==> src/rtl/cwt_pkg.sv <==
// Shared types and codes for the card ID whitelist table.
package cwt_pkg;

	localparam int ID_W   = 32;
	localparam int SLOT_W = 8;

	localparam logic [ID_W-1:0] EMPTY_ID = '1;

	typedef enum logic [1:0] {
		OP_CHECK      = 2'd0,
		OP_REGISTER   = 2'd1,
		OP_UNREGISTER = 2'd2,
		OP_CLEAR      = 2'd3
	} op_t;

	typedef enum logic [3:0] {
		ST_INVALID  = 4'd0,
		ST_GRANTED  = 4'd1,
		ST_DENIED   = 4'd2,
		ST_ALREADY  = 4'd3,
		ST_STORED   = 4'd4,
		ST_FULL     = 4'd5,
		ST_REMOVED  = 4'd6,
		ST_NOT_REG  = 4'd7,
		ST_CLEARED  = 4'd8
	} status_t;

	// Response payload handed from the controller to the output register.
	typedef struct packed {
		logic [3:0]        status;
		logic [SLOT_W-1:0] slot;
	} cwt_rsp_t;

	// Single-port memory access: one read or one write per cycle.
	typedef struct packed {
		logic              rd_en;
		logic              wr_en;
		logic [SLOT_W-1:0] addr;
		logic [ID_W-1:0]   wdata;
	} cwt_mem_req_t;

endpackage

==> src/rtl/cwt_ctrl.sv <==
// Request sequencer: table walk, per-entry valid bits, update and result.
module cwt_ctrl import cwt_pkg::*; #(
	parameter int DEPTH = 128,
	parameter int AW    = 7
) (
	input  logic              clk,
	input  logic              arst_n,
	input  logic              in_valid,
	output logic              in_ready,
	input  logic [1:0]        op,
	input  logic [ID_W-1:0]   card_id,
	output logic              rsp_valid,
	input  logic              rsp_ready,
	output cwt_rsp_t          rsp,
	output cwt_mem_req_t      mem_req,
	input  logic [ID_W-1:0]   mem_rd_data
);

	localparam logic [SLOT_W-1:0] NONE_SLOT = SLOT_W'(DEPTH);
	localparam logic [SLOT_W-1:0] LAST_SLOT = SLOT_W'(DEPTH - 1);

	typedef enum logic [2:0] {
		S_IDLE,
		S_SCAN,
		S_WAIT,
		S_FIN,
		S_RESP
	} state_t;

	state_t            state_q;
	op_t               op_q;
	logic [ID_W-1:0]   key_q;
	logic [SLOT_W-1:0] cnt_q;
	logic              rd_s1;
	logic [AW-1:0]     addr_s1;
	logic              hit_found_q;
	logic [SLOT_W-1:0] hit_idx_q;
	logic              free_found_q;
	logic [SLOT_W-1:0] free_idx_q;
	logic [DEPTH-1:0]  valid_q;
	cwt_rsp_t          rsp_q;

	logic ent_valid;
	logic ent_match;
	logic ent_free;

	// An entry without its valid bit reads as empty.
	assign ent_valid = valid_q[addr_s1];
	assign ent_match = rd_s1 && ent_valid && (mem_rd_data == key_q);
	assign ent_free  = rd_s1 && !ent_valid;

	assign in_ready  = (state_q == S_IDLE);
	assign rsp_valid = (state_q == S_RESP);
	assign rsp       = rsp_q;

	always_comb begin
		mem_req.rd_en = (state_q == S_SCAN);
		mem_req.wr_en = (state_q == S_FIN) && (op_q == OP_REGISTER)
			&& !hit_found_q && free_found_q;
		mem_req.wdata = key_q;
		if (state_q == S_FIN) begin
			mem_req.addr = free_idx_q;
		end else begin
			mem_req.addr = cnt_q;
		end
	end

	always_ff @(posedge clk or negedge arst_n) begin
		if (!arst_n) begin
			state_q      <= S_IDLE;
			op_q         <= OP_CHECK;
			key_q        <= '0;
			cnt_q        <= '0;
			rd_s1        <= 1'b0;
			addr_s1      <= '0;
			hit_found_q  <= 1'b0;
			hit_idx_q    <= '0;
			free_found_q <= 1'b0;
			free_idx_q   <= '0;
			valid_q      <= '0;
			rsp_q        <= '0;
		end else begin
			rd_s1   <= (state_q == S_SCAN);
			addr_s1 <= cnt_q[AW-1:0];

			// keep the lowest matching and the lowest empty index
			if (ent_match && !hit_found_q) begin
				hit_found_q <= 1'b1;
				hit_idx_q   <= SLOT_W'(addr_s1);
			end
			if (ent_free && !free_found_q) begin
				free_found_q <= 1'b1;
				free_idx_q   <= SLOT_W'(addr_s1);
			end

			case (state_q)
				S_IDLE: begin
					if (in_valid) begin
						op_q         <= op_t'(op);
						key_q        <= card_id;
						cnt_q        <= '0;
						hit_found_q  <= 1'b0;
						free_found_q <= 1'b0;
						if (op_t'(op) == OP_CLEAR) begin
							valid_q      <= '0;
							rsp_q.status <= ST_CLEARED;
							rsp_q.slot   <= NONE_SLOT;
							state_q      <= S_RESP;
						end else if (card_id == EMPTY_ID) begin
							rsp_q.status <= ST_INVALID;
							rsp_q.slot   <= NONE_SLOT;
							state_q      <= S_RESP;
						end else begin
							state_q <= S_SCAN;
						end
					end
				end
				S_SCAN: begin
					cnt_q <= cnt_q + 1'b1;
					if (cnt_q == LAST_SLOT) begin
						state_q <= S_WAIT;
					end
				end
				S_WAIT: begin
					state_q <= S_FIN;
				end
				S_FIN: begin
					case (op_q)
						OP_CHECK: begin
							if (hit_found_q) begin
								rsp_q.status <= ST_GRANTED;
								rsp_q.slot   <= hit_idx_q;
							end else begin
								rsp_q.status <= ST_DENIED;
								rsp_q.slot   <= NONE_SLOT;
							end
						end
						OP_REGISTER: begin
							if (hit_found_q) begin
								rsp_q.status <= ST_ALREADY;
								rsp_q.slot   <= hit_idx_q;
							end else if (free_found_q) begin
								valid_q[free_idx_q[AW-1:0]] <= 1'b1;
								rsp_q.status <= ST_STORED;
								rsp_q.slot   <= free_idx_q;
							end else begin
								rsp_q.status <= ST_FULL;
								rsp_q.slot   <= NONE_SLOT;
							end
						end
						OP_UNREGISTER: begin
							if (hit_found_q) begin
								valid_q[hit_idx_q[AW-1:0]] <= 1'b0;
								rsp_q.status <= ST_REMOVED;
								rsp_q.slot   <= hit_idx_q;
							end else begin
								rsp_q.status <= ST_NOT_REG;
								rsp_q.slot   <= NONE_SLOT;
							end
						end
						default: begin
							rsp_q.status <= ST_CLEARED;
							rsp_q.slot   <= NONE_SLOT;
						end
					endcase
					state_q <= S_RESP;
				end
				S_RESP: begin
					if (rsp_ready) begin
						state_q <= S_IDLE;
					end
				end
				default: begin
					state_q <= S_IDLE;
				end
			endcase
		end
	end

endmodule

==> config.mk <==
export PLATFORM = sky130hd
export DESIGN_NAME = cwt_ctrl
export DESIGN_NICKNAME = d
export VERILOG_FILES = /design/src/rtl/cwt_pkg.sv /design/src/rtl/cwt_ctrl.sv
export SDC_FILE = /design/constraint.sdc
export NUM_CORES = 1
export LEC_CHECK = 0
export BUFFER_PORTS_ARGS = -buffer_cell sky130_fd_sc_hd__buf_2
export CORE_ASPECT_RATIO = 0.75
export CORE_UTILIZATION = 55
export CTS_CLUSTER_DIAMETER = 80
export DETAILED_ROUTE_END_ITERATION = 12
export PLACE_DENSITY = 0.76
export SKIP_CTS_REPAIR_TIMING = 1
export SLEW_MARGIN = 30
export SYNTH_ARGS = -nofsm -noshare
export SYNTH_HDL_FRONTEND = slang
export SYNTH_SLANG_ARGS = --single-unit
export TNS_END_PERCENT = 50
==> constraint.sdc <==
create_clock -name clk -period 7.76 [get_ports clk]
set_input_delay 1.94 -clock clk [delete_from_list [all_inputs] [get_ports clk]]
set_output_delay 1.94 -clock clk [all_outputs]
set_load 0.005 [all_outputs]
Word level (Yosys, flattened, before mapping)
Cells that the tools add are included.
{ "word_totals": {"reg_bits": 209, "inputBits": 70, "out_inout_bits": 56, "word_cells": 100} }
{ "op_classes": {"n_reduce_logical": 22, "mux": 37, "eq_ne": 19, "order_cmp": 5, "n_addsub": 1, "bitwise_logic": 3} }
{ "ops": {"columns": ["cell", "count"], "rows": [
  ["128-bit 2-to-1 mux", 5],
  ["128-bit case mux with 2 select lines", 2],
  ["128-bit bitwise AND", 1],
  ["128-bit inverter", 1],
  ["128-bit OR", 1],
  ["12-bit 2-to-1 mux", 3],
  ["12-bit case mux with 3 select lines", 1],
  ["32-bit equality test", 1],
  ["32-bit equality test (second input constant)", 1],
  ["7-bit by 8-bit < comparator with 1-bit output (second input constant)", 3],
  ["12-bit case mux with 2 select lines", 1],
  ["9-bit 2-to-1 mux", 2],
  ["8-bit 2-to-1 mux", 2],
  ["8-bit case mux with 2 select lines", 1],
  ["3-bit 2-to-1 mux", 5],
  ["3-bit case mux with 5 select lines", 1],
  ["1-bit demux with 7-bit select", 2],
  ["7-bit by 1-bit >= comparator with 1-bit output (second input constant)", 2],
  ["11-bit 2-to-1 mux", 1],
  ["1-bit logical AND", 10],
  ["10-bit 2-to-1 mux", 1],
  ["1-bit 2-to-1 mux", 9],
  ["3-bit inequality test (second input constant)", 3],
  ["8-bit by 1-bit adder with 8-bit output (second input constant)", 1],
  ["17 further kinds", 27]
]} }

Depth between registers and ports, before layout
Gate-level depths: netlist of the first run.
{ "depth": {"depth_word": 9, "depth_mapped": 10, "depth_no_buf": 7} }

Worst setup path after synthesis of the first run
OpenSTA, ideal clock, no wires.
{ "synth_path": {"path_type": "input to register", "start": "input port mem_rd_data[24]", "end": "register hit_idx_q[0]", "path_buffers": 0, "required_ps": 7635, "stages": 6, "arrival_ps": 3907, "setup_time_ps": 125, "slack_ps": 3728, "cell_sequence": "xor2_1 > nor4_1 > nand4_1 > or4_2 > nor4_4 > mux2_2"} }
{ "synth_via": {"elab_chain_len": 3} }
{ "synth_lines": {"columns": ["item", "line_no", "source"], "rows": [
  ["start: declaration", "cwt_ctrl.sv:16", "input logic [ID_W-1:0] mem_rd_data"],
  ["32-bit equality test", "cwt_ctrl.sv:49", "assign ent_match = rd_s1 && ent_valid && (mem_rd_data == key_q);"],
  ["1-bit logical AND", "cwt_ctrl.sv:49", null],
  ["1-bit logical AND", "cwt_ctrl.sv:87", "if (ent_match && !hit_found_q) begin"],
  ["end signal: assignment", "cwt_ctrl.sv:89", "hit_idx_q <= SLOT_W'(addr_s1);"],
  ["end: declaration", "cwt_ctrl.sv:37", "logic [SLOT_W-1:0] hit_idx_q;"]
]} }
Every way passes these cells.
A chain may end at the register's enable or synchronous reset.

Worst setup path in the final report of the first run
{ "layout_path": {"start": "register state_q[2]", "end": "register valid_q[84]"} }
{ "layout_via": {"elab_chain_len": 3, "elab_cells_between_ends": 11, "cone_classes": "eq/ne (7); mux (1); reduce/logical (3)"} }
{ "layout_lines": {"columns": ["item", "line_no", "source"], "rows": [
  ["start: declaration", "cwt_ctrl.sv:30", "state_t state_q;"],
  ["start signal: assignment", "cwt_ctrl.sv:70", "state_q <= S_IDLE;"],
  ["start signal: assignment", "cwt_ctrl.sv:108", "state_q <= S_RESP;"],
  ["start signal: assignment", "cwt_ctrl.sv:112", "state_q <= S_RESP;"],
  ["3-bit by 2-bit equality test with 1-bit output / 3-bit zero test (equally long branches)", "cwt_ctrl.sv:96", "case (state_q)"],
  ["3-bit by 1-bit inequality test with 1-bit output (no source line), or another cell as far along", null, null],
  ["7-bit AND reduction (no source line)", null, null],
  ["end signal: assignment", "cwt_ctrl.sv:80", "valid_q <= '0;"],
  ["end signal: assignment", "cwt_ctrl.sv:105", "valid_q <= '0;"],
  ["end signal: indexed assignment", "cwt_ctrl.sv:143", "valid_q[free_idx_q[AW-1:0]] <= 1'b1;"],
  ["end: declaration", "cwt_ctrl.sv:40", "logic [DEPTH-1:0] valid_q;"]
]} }
Parallel ways exist; a longest one is shown, timed or not.

==> results, run 1 <==
- Along the worst path, the maximum fanout reaches 88.
- The combined global-route utilization of all metal layers is 0.329.
- The cell area after technology mapping is 0.0110 mm².
- The path class of the tightest hold or removal check is reg -> reg.
- The detailed-route DRC error count is 8.
- The worst setup skew after layout is 0.00941 ns.
- The signal on the critical path passes through nand3b_1, a211o_1, nor2_1, o21a_4, buf_4, and3_1, a21oi_1, a21oi_1.
- Of the available clock period, the critical path in the final layout requires 0.578.
- The width of the die is 165 µm.
- IR analysis of the VDD net gives a maximum drop of 0.000188 V.
- The number of nets produced by synthesis is 1,249.
- The share of post-route cells with drive strength above 1 is 0.185.
- The worst endpoint data arrival time is 4.92 ns.
- Counting along the longest clock path gives a buffer depth of 3.
- The overflow left after global routing is 0.
- The most area-hungry cell type in the Yosys netlist is sky130_fd_sc_hd__dfrtp_1.
- The peak clock frequency supported by timing is 223 MHz.
- CTS built an H-tree with a depth of 1.
- During synthesis, Yosys emitted a total of 0 warnings.
- In the final routed layout, each cell accounts on average for 22.0 µm.
- The post-detailed-route via-to-cell ratio is 6.48.
- At the worst endpoint, the required time is 8.19 ns.
- Hold timing on the final database bottoms out at a slack of 0.461 ns.
- The final-report setup violation count is 0.
- The cell type of the slowest stage on the worst timing path is sky130_fd_sc_hd__buf_4.
- Counting flops and latches in the post-synthesis netlist gives 209.
- The distinct cell type count after synthesis is 62.
- The initial utilization of the core area, before any placement, comes to 0.565.
- After layout, the minimum clock period comes to 4.48 ns.
- Entering global routing, the biggest net connects 89 pins.
- The synthesized instance count is 1,178.
- The final number of hold-violating endpoints came to 0.
- The nature of the critical path endpoint is a flip-flop.
- After floorplanning, the core was divided into 44 placement rows.
- After clock tree synthesis, the clock-pin slew on the worst setup and hold paths is 0.06 ns.
- The repair_antennas step left the layout with diodes totalling 0.
- The most common flop cell mapped by yosys is sky130_fd_sc_hd__dfrtp_1.
- Across the run, the number of max-cap violations was 0.
- The initial antenna violation count is 0.
- The relative slew slack is 0.352.
- The clock insertion delay at the later pin of the skew report is 0.51 ns.
- For this block, the routed nets add up to 33,600 µm of wire.
- The power per cell area is 266 mW/mm².
- The most prevalent standard cell on the critical path is sky130_fd_sc_hd__a21oi_1.
- The met2 track demand over resource is 0.469.
- The final number of max-transition violations is 0.
- Ranked by total cell area, the synthesized netlist is headed by sky130_fd_sc_hd__dfrtp_1 47%, sky130_fd_sc_hd__a21oi_1 11%, sky130_fd_sc_hd__o21ai_0 6.4%, sky130_fd_sc_hd__nand2_1 6.0%, sky130_fd_sc_hd__mux4_2 3.9%.
- The total area inside the core boundary comes to 0.0195 mm².
- The cell sitting at the root of the clock tree is a sky130_fd_sc_hd__clkbuf_16.
- The portion of synthesized cell area occupied by the leading cell type is 0.475.
- The met3 layer usage reported by global route is 0.0939.
- The most frequent cell after synthesis is sky130_fd_sc_hd__a21oi_1.
- The final HPWL from detailed placement is 21,300 µm.
- The run finished, with violations left.
- The mean instance size in the synthesized netlist is 9.35 µm².
- The sum of negative setup slack is 0 ns.
- After synthesis, the most frequently instantiated cells are 249 x sky130_fd_sc_hd__a21oi_1, 209 x sky130_fd_sc_hd__dfrtp_1, 177 x sky130_fd_sc_hd__nand2_1.
- Of the synthesized area, sequential elements account for 0.475.
- In the final design database the tool counted 1,327 nets.
- The synthesis-to-finish area growth is 12.3%.
- The congestion estimate from routability-driven global placement came to 0.880.
- 126 I/O pins were placed.
- For the pin with the worst max-slew slack, the measured transition is 0.972 ns.
- Yosys mapped a number of flops with a built-in enable equal to 0.
- The CTS tree is yes.
- Setup repair after global routing left no endpoint under its margin.
- The number of search-and-repair iterations in the first detailed-routing pass is 9.
- The static leakage power is 5.56 nW.
- In the global route stage, met1 resource usage came out at 0.489.
- The via count of the first global-routing pass is 9,323.
- The fraction of registers with async set/reset is 1.00.
- In this design, the stage delay of the slowest critical-path cell is 0.80 ns.
- Input and output buffers added on the ports amount to 125.
- The clock sink total is 209.
- The via total after detailed routing is 9,881.
- The detailed router finished its first iteration with 1,327 violations.
- The number of nets with antenna violations after detailed routing is 0.
- The first global-routing pass estimated 52,300 µm of wire.
- The die extent in y is 125 µm.
- STA classifies the critical path startpoint as a flip-flop.
- The floorplan die area is 0.0206 mm².
- The final reports fail on design-rule violations.
- The number of clock buffers added by TritonCTS is 22.
- met1 is the most crowded layer.
- The worst setup path is of the reg -> reg kind.
## metrics by stage
| stage | instances | setup slack (ns) | power [mW] | util | cell area [µm²] |
|---|---|---|---|---|---|
| 2_1_floorplan | 1178 | 3.73 | 1.91 | - | 11000 |
| 5_1_grt | 1524 | 3.11 | 3.43 | 0.635 | 12400 |
| 4_1_cts | 1524 | 3.41 | 3.29 | 0.634 | 12400 |
| 3_3_place_gp | 1485 | 3.27 | 2.18 | 0.596 | 11600 |
| 6_report | 1524 | 3.28 | 3.29 | 0.635 | 12400 |
| 3_5_place_dp | 1485 | 3.21 | 2.20 | 0.596 | 11600 |
## critical path: cells and delay by family, from the launching register on
family | cells | cell delay [ns]
buffers and inverters | 1 | 0.80
DFF | 1 | 0.44
and+or+nand+nor | 3 | 1.75
AOI/OAI and AO/OA | 4 | 1.39
## state kept, by name, indices dropped and copies added (netlist names)
register	flops
addr_s1	7
cnt_q	8
free_found_q	1
free_idx_q	7
hit_found_q	1
hit_idx_q	7
key_q	32
op_q	2
rd_s1	1
rsp	12
state_q	3
valid_q	128
## cells in the final DEF, fill, tap and decap left out, drive strengths merged, types with 3 or more instances in the layout
master and n:
nand3 19, clkinv 5, nand2 178, a31oi 6
nor2 44, and2 4, clkbuf 33, nand4 15
o21ai 142, mux2 14, xor2 27, and3 5
mux2i 24, inv 9, nand3b 4, o22a 8
mux4 26, nor3 18, buf 144, a2111oi 3
dfrtp 209, o31ai 4, a41oi 4, a211oi 3
nor3b 5, a21oi 249, nand2b 11, xnor2 7
nor2b 13, nor4 12
## report_power, final
part	internal, mW	switching [mW]
registers	1.22	0.183
clock network	0.646	0.440
logic	0.319	0.480
total	2.19	1.10
## cells by family after synthesis
logic type      count (synthesis)  synth area share
buf+inv                       101            0.0525
compound gates                434             0.213
fa+ha+maj                       1           0.00114
flops                         209             0.475
xor+xnor                       34            0.0270
mux                            64            0.0917
simple gates                  335             0.140
## metal layers
| metal | vias to the layer above | share of wire |
|---|---|---|
| met2 | 598 | 0.43 |
| met5 | - | 0 |
| li1 | 4370 | - |
| met3 | 78 | 0.11 |
| met1 | 4835 | 0.43 |
| met4 | 0 | 0.026 |
## path summary, 6_finish.rpt
path | from | endpoint | slack [ns] | cells after the start
worst max-delay path | state_q[2]$_DFFE_PN0P_ | valid_q[84]$_DFFE_PN0P_ | 3.28 | 8
max in group asynchronous | arst_n | valid_q[40]$_DFFE_PN0P_ | 5.03 | 2
min in group asynchronous | arst_n | key_q[24]$_DFFE_PN0P_ | 1.44 | 1
worst min-delay path | cnt_q[1]$_DFFE_PN0P_ | addr_s1[1]$_DFF_PN0_ | 0.46 | 0
worst min register to register | cnt_q[1]$_DFFE_PN0P_ | addr_s1[1]$_DFF_PN0_ | 0.46 | 0
worst max register to register | state_q[2]$_DFFE_PN0P_ | valid_q[84]$_DFFE_PN0P_ | 3.28 | 8
## final cells by class
| type | instances | area (µm²) |
|---|---|---|
| sequential | 209 | 5230 |
| inverter | 10 | 37.5 |
| multi-input combinational | 868 | 5260 |
| timing repair buffer | 145 | 788 |
| clock buffer | 32 | 649 |
| tap | 253 | 317 |
| clock inverter | 7 | 87.6 |
| fill | 1595 | 7120 |
(Power assumes the default switching activity.)
==> run 2, diff against run 1 <==
==> constraint.sdc (replaced) <==
create_clock -name clk -period 4.25 [get_ports clk]
set_input_delay 1.0625 -clock clk [delete_from_list [all_inputs] [get_ports clk]]
set_output_delay 1.0625 -clock clk [all_outputs]
set_load 0.005 [all_outputs]
==> results, run 2 (synthesis results as in run 1) <==
- The flow ran to the end, but the final reports show violations.
- The checks that failed: design-rule violations.
- The placer's final routability congestion estimate is 0.928 (+5.4%).
- The final-report setup violation count is 0 (unchanged).
- The peak clock frequency supported by timing is 279 MHz (+25%).
- The type of the most critical hold path is reg -> reg.
- The placeable core region was 0.0195 mm² (unchanged).
- The detailed-route DRC error count is 8 (unchanged).
- The critical path is of the reg -> reg type.
- The wire length of the first global-routing pass came to 54,600 µm (+4.3%).
- The part of the power in combinational logic is 0.240 (-0.003).
- The filler cell count in the final layout is 1,639 (+2.8%).
- The power per cell area was 490 mW/mm² (+84%).
- The critical path's largest stage delay came to 0.80 ns (about the same).
- The area of combinational cells with multiple inputs is 0.00527 mm² (about the same).
- The final critical-path share of the clock period came to 0.843 (+0.265).
- The combined global-route utilization of all metal layers is 0.344 (+0.0151).
- The number of search-and-repair iterations in the first detailed-routing pass is 10 (+1).
- The count of nets after finishing is 1,340 (+0.98%).
- The maximum vdd drop came to 0.000419 V (+120%).
- The switching part of the total power was 0.328 (-0.00711).
- The final critical path time including I/O delays and setup is 3.58 ns (-0.901 ns).
- The critical path goes through buf_4, mux2i_1, a311o_2, nor4_1, a2111oi_4, nor4_4, mux2_2.
- The number of top-level design ports is 126 (unchanged).
- The initial antenna violation count was 1 (+1).
- The floorplan die area is 0.0206 mm² (unchanged).
- In the layout the commonest cells are 249 x sky130_fd_sc_hd__a21oi_1, 209 x sky130_fd_sc_hd__dfrtp_1, 177 x sky130_fd_sc_hd__nand2_1.
- The post-detailed-route via-to-cell ratio is 6.57 (+1.3%).
- The number of levels in the clock H-tree was 1 (unchanged).
- The width of the die came to 165 µm (unchanged).
- The clock network power share is 0.343 (+0.013).
- The worst setup skew after layout is 0.0178 ns (+0.00838 ns).
- The number of flip-flops in the largest register is 128 (unchanged).
- The clock tree buffer depth is 3 (unchanged).
- The net load switching power is 2.02 mW (+83%).
- The number of buffer cells added on primary ports is 125 (unchanged).
- The register bank with the most flops is valid_q.
- The sum of negative setup slack is 0 ns (unchanged).
- The DRC marker count from the first detailed-route iteration is 1,596 (+20%).
- TritonCTS built the clock tree.
- Setup repair after global routing left no endpoint under its margin.
- The largest net degree at the start of global routing came to 89 (unchanged).
- The required time of the worst setup path is 4.65 ns (-3.54 ns).
- The static leakage power was 5.65 nW (+1.7%).
- The sequential power share is 0.417 (-0.010).
- The most common cell after layout, fill and taps aside is sky130_fd_sc_hd__a21oi_1.
- The max capacitance violation total came to 0 (unchanged).
- The clock sink total is 209 (unchanged).
- The final routed wire length divided by cell count was 22.3 µm (+1.2%).
- The effective utilization at floorplan came to 0.565 (unchanged).
- The peak fanout along the critical path came to 15 (-83%).
- STA classifies the critical path endpoint as a flip-flop.
- The synthesis-to-finish area growth is 13.9%.
- The final number of hold-violating endpoints is 0 (unchanged).
- The sort of element at the start of the critical path is a flip-flop.
- The count of standard-cell rows came to 44 (unchanged).
- The final hold slack came to 0.458 ns (-0.00331 ns).
- The number of nets with antenna violations after detailed routing was 0 (unchanged).
- CTS placed an instance of sky130_fd_sc_hd__clkbuf_16 at the clock tree root.
- The number of buffers inserted during clock tree synthesis was 22 (unchanged).
- The slowest stage of the critical path is the sky130_fd_sc_hd__dfrtp_1 cell.
- The clock insertion delay at the later pin of the skew report is 0.52 ns (about the same).
- The relative slew slack came to 0.302 (-0.0504).
- The clock-pin slew on the worst setup and hold paths was 0.06 ns (about the same).
- The final HPWL from detailed placement is 21,900 µm (+2.6%).
- The overflow left after global routing is 0 (unchanged).
- The antenna diode instance count was 0 (unchanged).
- The via count of the first global-routing pass was 9,600 (+3.0%).
- The via total after detailed routing came to 10,098 (+2.2%).
- The transition time at the pin with the least slew margin was 1.04 ns (+0.0676 ns).
- The worst endpoint data arrival time was 3.98 ns (-0.94 ns).
- The sum of routed wire length over all layers is 34,300 µm (+2.1%).
- The final number of max-transition violations is 0 (unchanged).
- The die extent in y was 125 µm (unchanged).
- The share of post-route cells with drive strength above 1 is 0.195 (+0.00981).
- The internal power summed over all cells is 4.13 mW (+89%).
- The register cell area after layout is 0.00523 mm² (unchanged).
## run 2: cell types whose count changed in the layout (fill, tap and decap cells not counted), sizes merged
cell    change
clkbuf      -1
buf        +13
bufinv      +2
clkinv      -2
inv         +1
## run 2: worst paths after layout
check	start	slack, ns	endpoint	cells after the start
max in group asynchronous	arst_n	2.76	cnt_q[0]$_DFFE_PN0P_	2
hold reg to reg	cnt_q[1]$_DFFE_PN0P_	0.46	addr_s1[1]$_DFF_PN0_	0
setup reg to reg	addr_s1[5]$_DFF_PN0_	0.67	hit_idx_q[2]$_DFFE_PN0P_	7
min in group asynchronous	arst_n	0.60	key_q[24]$_DFFE_PN0P_	1
hold / removal	cnt_q[1]$_DFFE_PN0P_	0.46	addr_s1[1]$_DFF_PN0_	0
setup / recovery	addr_s1[5]$_DFF_PN0_	0.67	hit_idx_q[2]$_DFFE_PN0P_	7
## run 2: power by group through the flow
stage,sequential [mW],combinational [mW],clock (mW)
floorplan,2.46,1.02,0
finish,2.56,1.48,2.11
CTS,2.55,1.47,2.12
global placement,2.58,1.42,0
global route,2.60,1.63,2.21
detailed placement,2.59,1.46,0
## run 2: worst max-delay path: cells and delay by family (launching register included)
kind	cells	cell delay, ns
flops	1	0.80
buf+inv	1	0.38
compound gates	2	0.55
simple gates	2	1.19
mux	2	0.52
## run 2: final cells by class
cell class / count / share of cell area
Multi-Input combinational cell: 868 / 0.420
Clock inverter: 8 / 0.0117
Sequential cell: 209 / 0.417
Inverter: 10 / 0.00299
Clock buffer: 31 / 0.0514
Timing Repair Buffer: 158 / 0.0723
Tap cell: 253 / 0.0252
## run 2: per-layer routing
metal	wire length, µm	share of wire	up-vias	global-route usage
li1	-	-	4403	-
met1	14300	0.42	4871	0.527
met2	14600	0.43	707	0.481
met3	4210	0.12	117	0.0852
met4	1150	0.034	0	0.0968
met5	0	0	-	0
## run 2: per-stage QoR
stage	util	worst slack, ns	cell area (µm²)	power [mW]	instances
6_report	0.644	0.666	12600	6.15	1537
2_1_floorplan	-	1.10	11000	3.48	1178
3_5_place_dp	0.602	0.548	11700	4.04	1498
4_1_cts	0.643	0.763	12500	6.14	1537
5_1_grt	0.644	0.596	12600	6.44	1537
3_3_place_gp	0.602	0.636	11700	4.01	1498
